--- src/rtl/core/tlrd_pkg.sv ---
package tlrd_pkg;

    localparam int LINE_DEPTH_DEF = 10;
    localparam int MAX_RESULTS    = 9;
    localparam int TAG_COUNT      = 10;

    localparam int CHAR_W = 8;
    localparam int SLOT_W = 4;
    localparam int POS_W  = 4;
    localparam int REG_W  = 1;

    typedef logic [CHAR_W-1:0] t_char;
    typedef logic [SLOT_W-1:0] t_slot;
    typedef logic [POS_W-1:0]  t_pos;
    typedef logic [REG_W-1:0]  t_reg_idx;

    localparam t_reg_idx REG_LINE_END  = 1'd0;
    localparam t_reg_idx REG_FIRST_TAG = 1'd1;

    localparam t_char LINE_END_RST  = 8'h0D;
    localparam t_char FIRST_TAG_RST = 8'h41;

endpackage

--- src/rtl/core/tagged_line_record_deframer_unit.sv ---
// A data byte is taken at 1 request per cycle while the unit is idle; a line end with a known tag
// stalls the input and starts the record scan, which reads the buffer through its single
// read port into a register (S_READ) and then issues one result from it (S_LOAD) before
// the next byte is read; an empty payload goes straight to the terminator (S_TERM).
// An output stall holds the scan.
// Reset: synchronous active low; clears the write index and control, and restores the config registers to defaults.
module tagged_line_record_deframer_unit #(
    parameter int LINE_DEPTH = tlrd_pkg::LINE_DEPTH_DEF
) (
    input  logic              i_clk,
    input  logic              i_rst_n,
    input  logic              i_cfg_valid,
    output logic              o_cfg_ready,
    input  tlrd_pkg::t_reg_idx i_cfg_index,
    input  tlrd_pkg::t_char   i_cfg_data,
    input  logic              i_in_valid,
    output logic              o_in_stall,
    input  tlrd_pkg::t_char   i_rx_byte,
    output logic              o_out_valid,
    input  logic              i_out_stall,
    output tlrd_pkg::t_slot   o_slot,
    output tlrd_pkg::t_pos    o_position,
    output tlrd_pkg::t_char   o_payload_char,
    output logic              o_last
);
    import tlrd_pkg::*;

    localparam int AW = $clog2(LINE_DEPTH);
    localparam logic [AW-1:0] LastIdx = AW'(LINE_DEPTH - 1);

    localparam logic [1:0] S_IDLE = 2'd0;
    localparam logic [1:0] S_READ = 2'd1;
    localparam logic [1:0] S_LOAD = 2'd2;
    localparam logic [1:0] S_TERM = 2'd3;

    t_char           r_mem [LINE_DEPTH];
    t_char           r_rd_data;
    logic [1:0]      r_state, n_state;
    logic [AW-1:0]   r_wr_idx, n_wr_idx;
    logic [AW-1:0]   r_len, n_len;
    logic [AW-1:0]   r_rd_idx, n_rd_idx;
    t_pos            r_n, n_n;
    t_char           r_tag, n_tag;
    t_char           r_line_end, r_first_tag;
    t_slot           r_slot, n_slot;
    logic            r_o_valid, n_o_valid;
    t_slot           r_o_slot, n_o_slot;
    t_pos            r_o_pos, n_o_pos;
    t_char           r_o_char, n_o_char;
    logic            r_o_last, n_o_last;

    logic            in_acc;
    logic            out_free;
    logic            mem_we;
    t_char           tag_byte;
    t_char           slot_full;
    logic [AW:0]     next_idx;

    assign o_cfg_ready    = 1'b1;
    assign o_in_stall     = (r_state != S_IDLE);
    assign in_acc         = i_in_valid && !o_in_stall;
    assign out_free       = !r_o_valid || !i_out_stall;
    assign mem_we         = in_acc && (i_rx_byte != r_line_end);
    assign tag_byte       = (r_wr_idx == '0) ? '0 : r_tag;
    assign slot_full      = tag_byte - r_first_tag;
    assign next_idx       = {1'b0, r_rd_idx} + 1'b1;

    assign o_out_valid    = r_o_valid;
    assign o_slot         = r_o_slot;
    assign o_position     = r_o_pos;
    assign o_payload_char = r_o_char;
    assign o_last         = r_o_last;

    always_comb begin
        n_state   = r_state;
        n_wr_idx  = r_wr_idx;
        n_len     = r_len;
        n_rd_idx  = r_rd_idx;
        n_n       = r_n;
        n_tag     = r_tag;
        n_slot    = r_slot;
        n_o_valid = r_o_valid && i_out_stall;
        n_o_slot  = r_o_slot;
        n_o_pos   = r_o_pos;
        n_o_char  = r_o_char;
        n_o_last  = r_o_last;
        unique case (r_state)
            S_IDLE: begin
                if (in_acc) begin
                    if (i_rx_byte != r_line_end) begin
                        if (r_wr_idx == '0) begin
                            n_tag = i_rx_byte;
                        end
                        n_wr_idx = (r_wr_idx == LastIdx) ? '0 : r_wr_idx + 1'b1;
                    end else begin
                        n_wr_idx = '0;
                        n_len    = r_wr_idx;
                        n_rd_idx = AW'(1);
                        n_n      = '0;
                        n_slot   = slot_full[SLOT_W-1:0];
                        if (slot_full < CHAR_W'(TAG_COUNT)) begin
                            n_state = (r_wr_idx > AW'(1)) ? S_READ : S_TERM;
                        end
                    end
                end
            end
            S_READ: begin
                n_state = S_LOAD;
            end
            S_LOAD: begin
                if (out_free) begin
                    n_o_valid = 1'b1;
                    n_o_slot  = r_slot;
                    n_o_pos   = r_n;
                    if (r_rd_data == '0) begin
                        n_o_char = '0;
                        n_o_last = 1'b1;
                        n_state  = S_IDLE;
                    end else begin
                        n_o_char = r_rd_data;
                        n_o_last = 1'b0;
                        n_n      = r_n + 1'b1;
                        n_rd_idx = next_idx[AW-1:0];
                        if (next_idx < {1'b0, r_len} && r_n < POS_W'(MAX_RESULTS - 2)) begin
                            n_state = S_READ;
                        end else begin
                            n_state = S_TERM;
                        end
                    end
                end
            end
            S_TERM: begin
                if (out_free) begin
                    n_o_valid = 1'b1;
                    n_o_slot  = r_slot;
                    n_o_pos   = r_n;
                    n_o_char  = '0;
                    n_o_last  = 1'b1;
                    n_state   = S_IDLE;
                end
            end
            default: n_state = S_IDLE;
        endcase
    end

    always_ff @(posedge i_clk) begin
        if (mem_we) begin
            r_mem[r_wr_idx] <= i_rx_byte;
        end
        if (r_state == S_READ) begin
            r_rd_data <= r_mem[r_rd_idx];
        end
    end

    always_ff @(posedge i_clk) begin
        if (!i_rst_n) begin
            r_state     <= S_IDLE;
            r_wr_idx    <= '0;
            r_o_valid   <= 1'b0;
            r_line_end  <= LINE_END_RST;
            r_first_tag <= FIRST_TAG_RST;
        end else begin
            r_state   <= n_state;
            r_wr_idx  <= n_wr_idx;
            r_o_valid <= n_o_valid;
            if (i_cfg_valid) begin
                case (i_cfg_index)
                    REG_LINE_END:  r_line_end  <= i_cfg_data;
                    REG_FIRST_TAG: r_first_tag <= i_cfg_data;
                    default: ;
                endcase
            end
        end
    end

    always_ff @(posedge i_clk) begin
        r_len    <= n_len;
        r_rd_idx <= n_rd_idx;
        r_n      <= n_n;
        r_tag    <= n_tag;
        r_slot   <= n_slot;
        r_o_slot <= n_o_slot;
        r_o_pos  <= n_o_pos;
        r_o_char <= n_o_char;
        r_o_last <= n_o_last;
    end

endmodule

--- config.mk ---
export PLATFORM = sky130hd
export DESIGN_NAME = tagged_line_record_deframer_unit
export DESIGN_NICKNAME = d
export VERILOG_FILES = /design/src/rtl/core/tlrd_pkg.sv /design/src/rtl/core/tagged_line_record_deframer_unit.sv
export SDC_FILE = /design/constraint.sdc
export NUM_CORES = 1
export LEC_CHECK = 0
export ABC_AREA = 1
export CORE_MARGIN = 8
export CORE_UTILIZATION = 35
export DETAILED_ROUTE_END_ITERATION = 10
export DONT_BUFFER_PORTS = 1
export PLACE_DENSITY = 0.55
export RECOVER_POWER = 50
export SYNTH_ARGS = -nofsm -noshare
export SYNTH_HDL_FRONTEND = slang
export SYNTH_SLANG_ARGS = --single-unit
--- constraint.sdc ---
create_clock -name i_clk -period 2 [get_ports i_clk]
set_input_delay 0.2 -clock i_clk [delete_from_list [all_inputs] [get_ports i_clk]]
set_output_delay 0.2 -clock i_clk [all_outputs]
set_load 0.01 [all_outputs]
# --- Yosys cells after proc, flatten, opt, wreduce, memory -nomap -nowiden ---
# Memory sizes are Yosys's and may differ from the RTL's. A register that Yosys moved wholly into a read port is not among the register bits.
# Cells that the tools add are included.
totals:
  inputBits: 22
  output_inout_bits: 20
  reg_bits: 64
  ram_bits: 80
  mem_count: 1
op_classes:
  magnitude_cmp: 4
  n_addsub: 4
  n_bitwise: 2
  reduce_logical: 24
  n_eq_ne: 11
  muxes: 34
memory_table:
  columns: ["name", "words", "width", "rd", "rd_clocked_by_memory_dff", "wr", "line", "source"]
  rows:
  - ["r_mem", 10, 8, 1, 1, 1, "tagged_line_record_deframer_unit.sv:36", "t_char r_mem [LINE_DEPTH];"]
ops:
  columns: ["cell", "count"]
  rows:
  - ["4-bit 2-to-1 mux", 10]
  - ["8-bit 2-to-1 mux", 4]
  - ["2-bit 2-to-1 mux", 8]
  - ["4-bit one-hot mux with 2 select lines", 2]
  - ["8-bit one-hot mux with 2 select lines", 1]
  - ["2-bit != test (second input constant)", 6]
  - ["5-bit AND reduction", 2]
  - ["4-bit by 1-bit adder with 4-bit output (second input constant)", 2]
  - ["8-bit zero test", 1]
  - ["8-bit by 4-bit < comparator with 1-bit output (second input constant)", 1]
  - ["8-bit != test", 1]
  - ["2-bit one-hot mux with 4 select lines", 1]
  - ["2-bit AND reduction", 4]
  - ["8-bit subtractor", 1]
  - ["1-bit 2-to-1 mux", 7]
  - ["3-bit AND reduction", 2]
  - ["2-bit nonzero test", 3]
  - ["4-bit by 1-bit adder with 5-bit output (second input constant)", 1]
  - ["5-bit by 4-bit < comparator with 1-bit output", 1]
  - ["2-bit == test (second input constant)", 2]
  - ["4-bit == test (second input constant)", 1]
  - ["4-bit by 1-bit greater-than comparator with 1-bit output (second input constant)", 1]
  - ["1-bit logical AND", 4]
  - ["4-bit zero test", 1]
  - ["9 further kinds", 12]

# --- Logic depth before layout (Yosys ltp) ---
# Gate-level depths: netlist (run 1).
depth:
  ltp_word: 8
  ltp_mapped: 17
  depth_no_buf: 17

# --- Worst setup path after synthesis (run 1) ---
# No wires, ideal clock.
synth_timing:
  path_kind: "flip-flop to flip-flop"
  start: "reg r_wr_idx[3]"
  end: "reg r_state[1]"
  slack_ns: -0.032
  arrival_time_ns: 1.966
  period_less_slack_ns: 2.032
  setup_time_ns: 0.066
  path_stages_with_launch: 15
  path_buffers: 0
  required_time_ns: 1.934
  cell_sequence: "dfxtp_1 -> nor2_4 -> nand2_4 -> nand2_1 -> ha_1 -> fa_1 -> xor2_1 -> nand2_1 -> nand3_1 -> nand2_1 -> nor2_4 -> nand3_2 -> nand2_2 -> nand3_2 -> a21oi_2"
synth_via:
  elab_chain_cells: 6
  elab_cells_between_ends: 12
  cone_classes: "add/sub: 1; order compare: 2; eq/ne: 1; mux: 6; reduce/logical: 2"
synth_rtl:
  columns: ["item", "line", "source"]
  rows:
  - ["from (decl)", "tagged_line_record_deframer_unit.sv:39", "logic [AW-1:0] r_wr_idx, n_wr_idx;"]
  - ["from (signal assigned)", "tagged_line_record_deframer_unit.sv:164", "r_wr_idx <= n_wr_idx;"]
  - ["4-bit zero test / 4-bit by 1-bit greater-than comparator with 1-bit output (equally long branches)", "tagged_line_record_deframer_unit.sv:64, tagged_line_record_deframer_unit.sv:102", null]
  - ["8-bit 2-to-1 mux / 2-bit 2-to-1 mux (equally long branches)", "tagged_line_record_deframer_unit.sv:64, tagged_line_record_deframer_unit.sv:102", null]
  - ["8-bit subtractor / 2-bit 2-to-1 mux (equally long branches)", "tagged_line_record_deframer_unit.sv:65, tagged_line_record_deframer_unit.sv:101", null]
  - ["8-bit by 4-bit < comparator with 1-bit output / 2-bit 2-to-1 mux (equally long branches)", "tagged_line_record_deframer_unit.sv:101, tagged_line_record_deframer_unit.sv:90", null]
  - ["2-bit != test (no line) / 2-bit 2-to-1 mux (equally long branches)", null, null]
  - ["5-bit AND reduction (no line) / 2-bit one-hot mux with 4 select lines (equally long branches)", null, null]
  - ["to (signal assigned)", "tagged_line_record_deframer_unit.sv:163", "r_state <= n_state;"]
  - ["to (decl)", "tagged_line_record_deframer_unit.sv:38", "logic [1:0] r_state, n_state;"]
# Several ways; a longest one is shown, not always the timed one. The select of a mux whose other input is x is not followed.
# A chain may end at the register's enable or synchronous reset.

# --- Worst setup path after layout (run 1) ---
layout_timing:
  start: "reg r_wr_idx[2]"
  end: "reg r_state[1]"
# The elaborated chain is that of the path after synthesis.

==> summary.txt, run 1 <==
status = finished, final reports clean
Period Utilization, post-route = 97.2%
Rel. slew slack = 56.4%
Routed WL per cell = 16.0 µm
CP Launch Point = r_wr_idx[2]$_SDFFE_PN0P_
vias = 4,267
diode count = 0
Worst-path clk slew = 0.06 ns
core area = 18,500 µm²
die area = 23,200 µm²
grt total ovfl = 0
worst flop-to-flop path endpoint = r_state[1]$_SDFFE_PN0P_
Max Fclk = 514 MHz
final hold vios = 0
Synth area leader = edfxtp_1
worst r2r src = r_wr_idx[2]$_SDFFE_PN0P_
Worst-Margin Slew = 0.652 ns
final setup vio count = 0
global-route usage over all layers = 12.5%
Critical Path RT = 2.35 ns
Tmin final = 1.94 ns
Root Buffer = clkbuf_16
P_leak = 2.98 nW
Final GP Congestion = 0.793
Clock Sinks = 152
Worst Setup Path Type = reg2reg
Worst-Skew Late Latency = 0.42 ns
Port Buf Inserts = 0
Place WS = -0.0681 ns
die width = 152 µm
total routed wirelength = 14.2 mm
DP Area = 7000 µm²
Worst setup SP type = register
largest net degree at the start of global routing = 45
post-synthesis net count = 629
antenna violations before repair = 1
yosys warns = 0
Synth top area share = 59.5%
post-synthesis sequential area ratio = 66.5%
DR pass1 iterations = 5
Worst Path Arrival = 2.29 ns
Die H = 152 µm
Synth Flop Type = edfxtp_1
r2r setup slk = 0.06 ns
Residual DRC = 0
number of global-route vias before repair = 4,292
Finished Cell Area = 7950 µm²
Worst Setup Slack, final = 0.0553 ns
Post-synth EDFFs = 129
endpoint class of the critical path = register
area delta synth->final = 22.1%
cell row count = 50
Design Power = 7.31 mW
min-delay worst type = in2reg
layout cell share with drive strength beyond 1 = 17.8%
Seq cells post-synth = 152
nets@finish = 683
clock tree buffer depth = 2
CP max FO = 4
PwrDens = 920 nW/µm²
Synth Instances = 593
cell with the most instances after synthesis = edfxtp_1
TritonCTS Buffers = 17
top post-synthesis cells by area = edfxtp_1 59%, dfxtp_1 7.1%, nor2_1 5.8%
Syn Area/Cell = 11.0 µm²
Slew Limit Fails = 0
num ports = 42
Worst setup endpoint = r_state[1]$_SDFFE_PN0P_
Commonest cells post-synth = 129 x edfxtp_1, 100 x nor2_1, 68 x nand2_1, 63 x inv_1, 61 x o21ai_0
worst r2r path cells = 16
ys async rst share = 0%
Starting Density = 35.3%
CTS H-tree lvls = 4
Layout Skew = 0.00897 ns
number of max-cap violations = 0
number of fill cells = 1,707
Finished Core Util = 43.1%
Mapped Area = 6510 µm²
HPWL after detailed placement = 9.68 mm
Worst VDD drop = 592 µV
first-pass GRT wire length = 22.6 mm
RSZ-0062 raised after global routing = yes
CTS tree = done
Netlist cell types = 40
First DRT Iteration DRCs = 229
via/cell ratio = 4.78
remaining antenna violation count = 0
Hold Crit Depth = 2
final cells by class:
type	count	area, µm²	share of cell area (%)
Clock buffer	17	425	5.35
Clock inverter	14	174	2.19
Inverter	70	268	3.37
Multi-Input combinational cell	354	1990	25.0
Sequential cell	152	4340	54.6
Tap cell	234	293	3.68
Timing Repair Buffer	52	463	5.82
stage by stage:
stage | instances | setup TNS, ns | hold WS (ns)
after floorplan | 593 | 0 | 0.299
after global placement | 842 | -0.0141 | 0.288
after detailed placement | 842 | -0.135 | 0.291
after CTS | 892 | 0 | 0.00713
after global routing | 893 | -0.136 | 0.0321
final | 893 | 0 | 0.0322
metal layers:
| layer | GRT usage [%] | vias up | wire length (µm) |
|---|---|---|---|
| li1 | - | 2142 | - |
| met1 | 14.9 | 2015 | 6280 |
| met2 | 20.5 | 97 | 6910 |
| met3 | 2.98 | 13 | 745 |
| met4 | 6.97 | 0 | 318 |
| met5 | 0 | - | 0 |
worst min path at each step:
stage	startpoint	endpoint	slack [ns]
2_1_floorplan	i_rx_byte[0]	r_mem[0][0]$_DFFE_PP_	0.30
3_5_place_dp	i_rst_n	r_line_end[3]$_SDFFE_PN1P_	0.29
6_report	i_rst_n	r_state[1]$_SDFFE_PN0P_	0.03
5_1_grt	i_rst_n	r_state[1]$_SDFFE_PN0P_	0.03
4_1_cts	i_rst_n	r_state[1]$_SDFFE_PN0P_	0.007
3_3_place_gp	i_rst_n	r_line_end[2]$_SDFFE_PN1P_	0.29
repair_timing:
action	4_1_cts	5_1_grt
cloned	0	0
hold endpoints to repair	108	0
endpoints found under the setup margin	2	2
resized for setup	15	20
buffers inserted	0	1
pin swaps	7	13
hold buffers	19	0
critical path, cell delays in order, from the launching register on:
cell     delay (ns)
dfxtp_2        0.35
nor2_4         0.05
nand2_4        0.10
nand2_4        0.06
ha_4           0.15
fa_2           0.37
inv_2          0.09
nand3_2        0.08
nand3_2        0.07
nand2_1        0.05
inv_1          0.06
nand2_2        0.06
nor2_4         0.07
nand3_2        0.07
nand2_2        0.07
nand3_2        0.06
a21oi_2        0.12
where the power goes:
part | internal, mW | switching [mW] | leakage, nW | total [mW]
registers | 3.50 | 0.0236 | 1.38 | 3.52
clock network | 1.96 | 1.24 | 0.289 | 3.21
logic | 0.242 | 0.340 | 1.31 | 0.583
registers in the layout, summed over array words and instances, names as in the netlist:
name	count
r_first_tag	8
o_out_valid	1
r_len	4
r_tag	8
o_last	1
r_rd_data	8
r_rd_idx	4
o_slot	4
r_state	2
r_n	4
r_wr_idx	4
o_payload_char	8
r_mem	80
o_position	4
r_line_end	8
r_slot	4
logic make-up after synthesis:
family          Yosys count  synth area share [%]
compound gates          118                  10.0
xor+xnor                  8                  1.08
fa+ha+maj                14                  2.80
buf+inv                  87                  5.21
flops                   152                  66.5
other cells               1                0.0576
simple gates            213                  14.3
layout by cell type, fill, tap and decap left out, types with 11 or more instances in the layout:
master         instances
edfxtp_1             129
buf_4                 31
dfxtp_1               19
clkbuf_16             17
nor2_1                97
inv_1                 61
o22ai_1               24
a21oi_1               18
o21ai_0               61
dlygate4sd3_1         19
nand2_1               62
nand3_1               11
Power figures use the tool's default switching activity.
==> inputs of run 2 (changes only) <==
ABC_AREA = not set   (was 1)
==> run 2 against run 1 <==
Net effect: the run now ends with negative setup slack left; sequential share of layout area fell by 3.4 points; via count shrank 8.2%; register-to-register slack worse by 0.77 ns; count of clock-buffer cells in the layout stayed put; utilization up 4.2 points; global-route usage is 0.89 points higher; worst hold slack better by 0.24 ns; setup slack worse by 0.77 ns; clock skew is essentially flat; die area shrank 1.4%; fmax decreased by 28%; largest power group unchanged.
==> summary.txt, run 2 <==
status = finished with violations
violated checks = negative setup slack
post-synthesis sequential area ratio = 67.6%
Crit path top cell by count = a21oi_2
Synth Flop Type = edfxtp_1
Synth top area share = 60.4%
die area = 22,900 µm²
largest net degree at the start of global routing = 25
commonest non-fill, non-tap cells in the layout = 129 x edfxtp_1, 48 x nand2_1, 46 x buf_4, 29 x dlygate4sd3_1, 19 x and2_1
yosys warns = 0
min-delay worst type = in2reg
Die H = 151 µm
Largest delay share family, worst path = simple AND/OR/NAND/NOR gates
critical path depth = 9
Post-synth EDFFs = 129
Synth Instances = 451
total routed wirelength = 14.7 mm
Hold Crit Depth = 4
Commonest cells post-synth = 129 x edfxtp_1, 51 x nand2_1, 23 x dfxtp_1, 20 x and2_1, 19 x a21oi_1
Worst VDD drop = 597 µV
antenna violations before repair = 0
nets@finish = 577
Layout Skew = 0.00924 ns
Clock Sinks = 152
final setup vio count = 43
PwrDens = 852 nW/µm²
grt total ovfl = 0
Worst Setup Slack, final = -0.711 ns
Period Utilization, post-route = 136%
first-pass GRT wire length = 22.4 mm
number of max-cap violations = 0
CTS tree = done
Worst Path Arrival = 3.07 ns
Syn Area/Cell = 14.2 µm²
num ports = 42
Final GP Congestion = 0.793
final hold vios = 0
area delta synth->final = 32.6%
ys async rst share = 0%
top post-synthesis cells by area = edfxtp_1 60%, dfxtp_1 7.2%, mux4_2 5.6%
remaining antenna violation count = 0
via/cell ratio = 5.00
endpoint class of the critical path = register
TritonCTS Buffers = 17
Crit path largest cell delay = 0.60 ns
Port Buf Inserts = 0
clock tree buffer depth = 2
DR pass1 iterations = 4
worst r2r path cells = 9
Max Fclk = 369 MHz
global-route usage over all layers = 13.4%
Slew Limit Fails = 0
Setup TNS Final = -6.62 ns
HPWL after detailed placement = 9.00 mm
Rel. slew slack = 48.3%
post-synthesis net count = 487
placed cells = 709
CP Buf/Inv Count = 0
Synth area leader = edfxtp_1
crit path cell chain = or4_4 -> and2_4 -> ha_4 -> nor2b_4 -> a221oi_2 -> a2bb2o_4 -> a21oi_2 -> or4b_4 -> a21oi_2
Netlist cell types = 47
CP max FO = 8
layout cell share with drive strength beyond 1 = 33.6%
Root Buffer = clkbuf_16
Worst Setup Path Type = reg2reg
Place WS = -0.798 ns
Worst-path clk slew = 0.06 ns
CTS H-tree lvls = 4
RSZ-0062 raised after global routing = yes
Worst-Margin Slew = 0.776 ns
P_leak = 3.01 nW
Cell Count, Final, Fillers Out = 783
Residual DRC = 0
Routed WL per cell = 18.8 µm
Worst setup SP type = register
most common cell after layout, fill and taps aside = edfxtp_1
Worst-Skew Late Latency = 0.43 ns
vias = 3,917
max FFs per register = 80
number of global-route vias before repair = 3,924
cell row count = 49
Critical Path RT = 2.36 ns
Mapped Area = 6410 µm²
First DRT Iteration DRCs = 227
Seq cells post-synth = 152
diode count = 0
Starting Density = 35.7%
Reg with most FFs = r_mem
Tmin final = 2.71 ns
CP max-delay cell = or4_4
die width = 151 µm
core area = 18,000 µm²
cell with the most instances after synthesis = edfxtp_1
[run 2: cell types whose count changed after synthesis, moves of 17 or more]
| cell | previous run | this run |
|---|---|---|
| nor2_1 | 100 | 15 |
| o21ai_0 | 61 | 10 |
| inv_1 | 63 | 18 |
| o22ai_1 | 24 | 1 |
| and2_1 | 1 | 20 |
| nand2_1 | 68 | 51 |
[run 2: cell families (layout without fill, tap and decap cells)]
| kind of cell | count (synthesis) | count (layout) | share of synthesized area (%) |
|---|---|---|---|
| other cells | 1 | 1 | 0.0585 |
| simple gates | 136 | 136 | 10.8 |
| compound gates | 67 | 67 | 6.73 |
| buf+inv | 39 | 142 | 2.56 |
| fa+ha+maj | 14 | 14 | 2.85 |
| mux | 24 | 24 | 6.87 |
| xor+xnor | 18 | 18 | 2.58 |
| flops | 152 | 152 | 67.6 |
[run 2: report_power, final]
| part | switching (mW) | internal, mW | leakage (nW) |
|---|---|---|---|
| registers | 0.0246 | 3.49 | 1.37 |
| clock network | 1.44 | 1.66 | 0.276 |
| logic | 0.312 | 0.313 | 1.37 |
[run 2: repair_timing]
| item | 4_1_cts | 5_1_grt |
|---|---|---|
| pin swaps | 14 | 27 |
| hold endpoints to repair | 111 | 6 |
| buffers inserted | 6 | 12 |
| endpoints found under the setup margin | 86 | 65 |
| resized for setup | 29 | 48 |
| hold buffers | 29 | 1 |
[run 2: per-stage QoR]
| stage | cell area [µm²] | total power [mW] | util, % | hold slack, ns |
|---|---|---|---|---|
| 6_report | 8500 | 7.24 | 47.3 | 0.275 |
| 3_5_place_dp | 7140 | 4.03 | 39.8 | 0.291 |
| 3_3_place_gp | 7140 | 4.02 | 39.8 | 0.285 |
| 4_1_cts | 8200 | 7.25 | 45.6 | -0.115 |
| 5_1_grt | 8500 | 7.48 | 47.3 | 0.293 |
| 2_1_floorplan | 6550 | 3.89 | - | 0.299 |
[run 2: layer usage]
metal | global-route usage [%] | routed length [µm] | up-vias
met3 | 3.79 | 728 | 15
met4 | 5.49 | 266 | 0
met1 | 16.0 | 6290 | 1958
met5 | 0 | 0 | -
met2 | 22.3 | 7410 | 96
li1 | - | - | 1848
[run 2: final timing paths]
check                                               from                      end  slack (ns)
worst min register to register       r_slot[0]$_DFFE_PP_      o_slot[0]$_DFFE_PP_        0.42
worst max-delay path            r_wr_idx[3]$_SDFFE_PN0P_  r_state[1]$_SDFFE_PN0P_       -0.71
worst max register to register  r_wr_idx[3]$_SDFFE_PN0P_  r_state[1]$_SDFFE_PN0P_       -0.71
worst min-delay path                         i_out_stall  r_state[1]$_SDFFE_PN0P_        0.27
[run 2: worst reg2reg max path, delay by kind of cell (launching register included)]
kind	cells	cell delay, ns
simple gates	4	1.38
compound gates	4	0.72
flops	1	0.32
fa+ha+maj	1	0.22
[run 2: final cells by class]
cell class,count,area [µm²]
Multi-Input combinational cell,260,2340
Fill cell,1558,9460
Clock inverter,15,158
Tap cell,229,287
Sequential cell,152,4350
Timing Repair Buffer,92,878
Inverter,18,67.6
Clock buffer,17,425
==> inputs of run 3 (changes only) <==
CELL_PAD_IN_SITES_DETAIL_PLACEMENT = 0   (was not set)
CELL_PAD_IN_SITES_GLOBAL_PLACEMENT = 2   (was not set)
PLACE_DENSITY = 0.7   (was 0.55)
==> run 3 against run 2 <==
Net effect: the flow finishes with violations (negative hold slack, negative setup slack); clock skew down 0.00072 ns; register-to-register slack about the same; largest cell class unchanged; first-iteration DRC count down 0.44%; count of clock-buffer cells in the layout unchanged; clock power about the same; utilization down 1.3 points; setup slack better by 0.014 ns; worst hold slack worse by 0.37 ns; final area down 2.8%; non-clock buffer count down 10.
==> summary.txt, run 3 (same netlist as run 2, synthesis figures left out) <==
Max Fclk = 371 MHz
Tmin final = 2.70 ns
min-delay worst type = in2reg
worst hold margin = -0.0957 ns
Period Utilization, post-route = 135%
antenna violations before repair = 0
diode count = 0
PwrDens = 874 nW/µm²
Routed WL per cell = 18.4 µm
Worst-Margin Slew = 0.754 ns
Worst Setup Slack, final = -0.698 ns
status = finished with violations
RSZ-0062 raised after global routing = yes
Finished Cell Area = 8270 µm²
post-cts hold buffer count = 26
area delta synth->final = 28.9%
largest net degree at the start of global routing = 25
Worst-path clk slew = 0.07 ns
Worst Setup Path Type = reg2reg
P_leak = 2.92 nW
first-pass GRT wire length = 21.9 mm
core area = 18,000 µm²
global-route usage over all layers = 13.1%
die width = 151 µm
violated checks = negative hold slack, negative setup slack
Critical Path RT = 2.36 ns
clock tree buffer depth = 2
Root Buffer = clkbuf_16
vias = 3,784
Port Buf Inserts = 0
First DRT Iteration DRCs = 226
Layout Skew = 0.00852 ns
die area = 22,900 µm²
Rel. slew slack = 49.7%
Finished Core Util = 46.0%
CTS tree = done
Starting Density = 35.7%
Worst setup SP type = register
Worst VDD drop = 570 µV
layout cell share with drive strength beyond 1 = 28.7%
Slew Limit Fails = 0
remaining antenna violation count = 0
Reg with most FFs = r_mem
final setup vio count = 29
Worst-Skew Late Latency = 0.43 ns
Clock Sinks = 152
commonest non-fill, non-tap cells in the layout = 129 x edfxtp_1, 50 x nand2_1, 43 x buf_4, 26 x dlygate4sd3_1, 21 x dfxtp_1
most common cell after layout, fill and taps aside = edfxtp_1
Die H = 151 µm
DP Area = 7170 µm²
CTS H-tree lvls = 4
grt total ovfl = 0
via/cell ratio = 4.90
number of max-cap violations = 0
Worst Path Arrival = 3.05 ns
Setup TNS Final = -4.62 ns
num ports = 42
max FFs per register = 80
endpoint class of the critical path = register
CP max FO = 7
total routed wirelength = 14.2 mm
final hold vios = 6
number of global-route vias before repair = 3,846
cell row count = 49
Residual DRC = 0
HPWL after detailed placement = 9.35 mm
TritonCTS Buffers = 17
nets@finish = 567
DR pass1 iterations = 4
Final GP Congestion = 0.750
-- run 3: report_power, final --
group / total (mW) / internal (mW) / switching (mW)
Clock: 3.10 / 1.67 / 1.43
Sequential: 3.52 / 3.49 / 0.0234
Combinational: 0.607 / 0.312 / 0.295
-- run 3: final cells by class --
| class | instances | area, µm² |
|---|---|---|
| timing repair buffer | 82 | 719 |
| tap | 229 | 287 |
| inverter | 18 | 67.6 |
| multi-input combinational | 260 | 2270 |
| fill | 1632 | 9700 |
| sequential | 152 | 4340 |
| clock inverter | 15 | 164 |
| clock buffer | 17 | 425 |
-- run 3: repair_timing --
action	4_1_cts	5_1_grt
setup endpoints to repair	67	42
pin swaps	11	13
hold endpoints to repair	111	6
setup buffers	4	1
resized for setup	25	25
-- run 3: worst max-delay path: stages, from the launching register on --
cell and delay [ns]:
dfxtp_2 0.32, or4_4 0.59, buf_4 0.17, and2_2 0.20, ha_4 0.28, nand2_1 0.09, o21ai_2 0.14, a21oi_2 0.05
xnor2_1 0.13, or4b_4 0.54, o21ai_1 0.12
-- run 3: final timing paths --
| kind | startpoint | end | slack, ns | cells after the start |
|---|---|---|---|---|
| min | i_rst_n | r_wr_idx[2]$_SDFFE_PN0P_ | -0.1 | 1 |
| min reg2reg | r_slot[2]$_DFFE_PP_ | o_slot[2]$_DFFE_PP_ | 0.43 | 0 |
| max | r_wr_idx[3]$_SDFFE_PN0P_ | r_state[0]$_SDFFE_PN0P_ | -0.70 | 10 |
| max reg2reg | r_wr_idx[3]$_SDFFE_PN0P_ | r_state[0]$_SDFFE_PN0P_ | -0.70 | 10 |
-- run 3: through the flow --
stage	total power, mW	setup WS (ns)	hold WS, ns	instances
6_report	7.22	-0.698	-0.0957	773
3_3_place_gp	4.03	-0.762	0.278	712
5_1_grt	7.49	-0.771	-0.108	773
3_5_place_dp	4.04	-0.827	0.278	712
4_1_cts	7.26	-0.725	-0.119	773
2_1_floorplan	3.89	-0.733	0.299	451
-- run 3: per-layer routing --
metal / global-route usage, % / up-vias / wire (µm)
met3: 3.53 / 12 / 692
met2: 21.3 / 73 / 6960
li1: - / 1843 / -
met5: 0 / - / 0
met4: 5.20 / 0 / 174
met1: 16.4 / 1856 / 6400
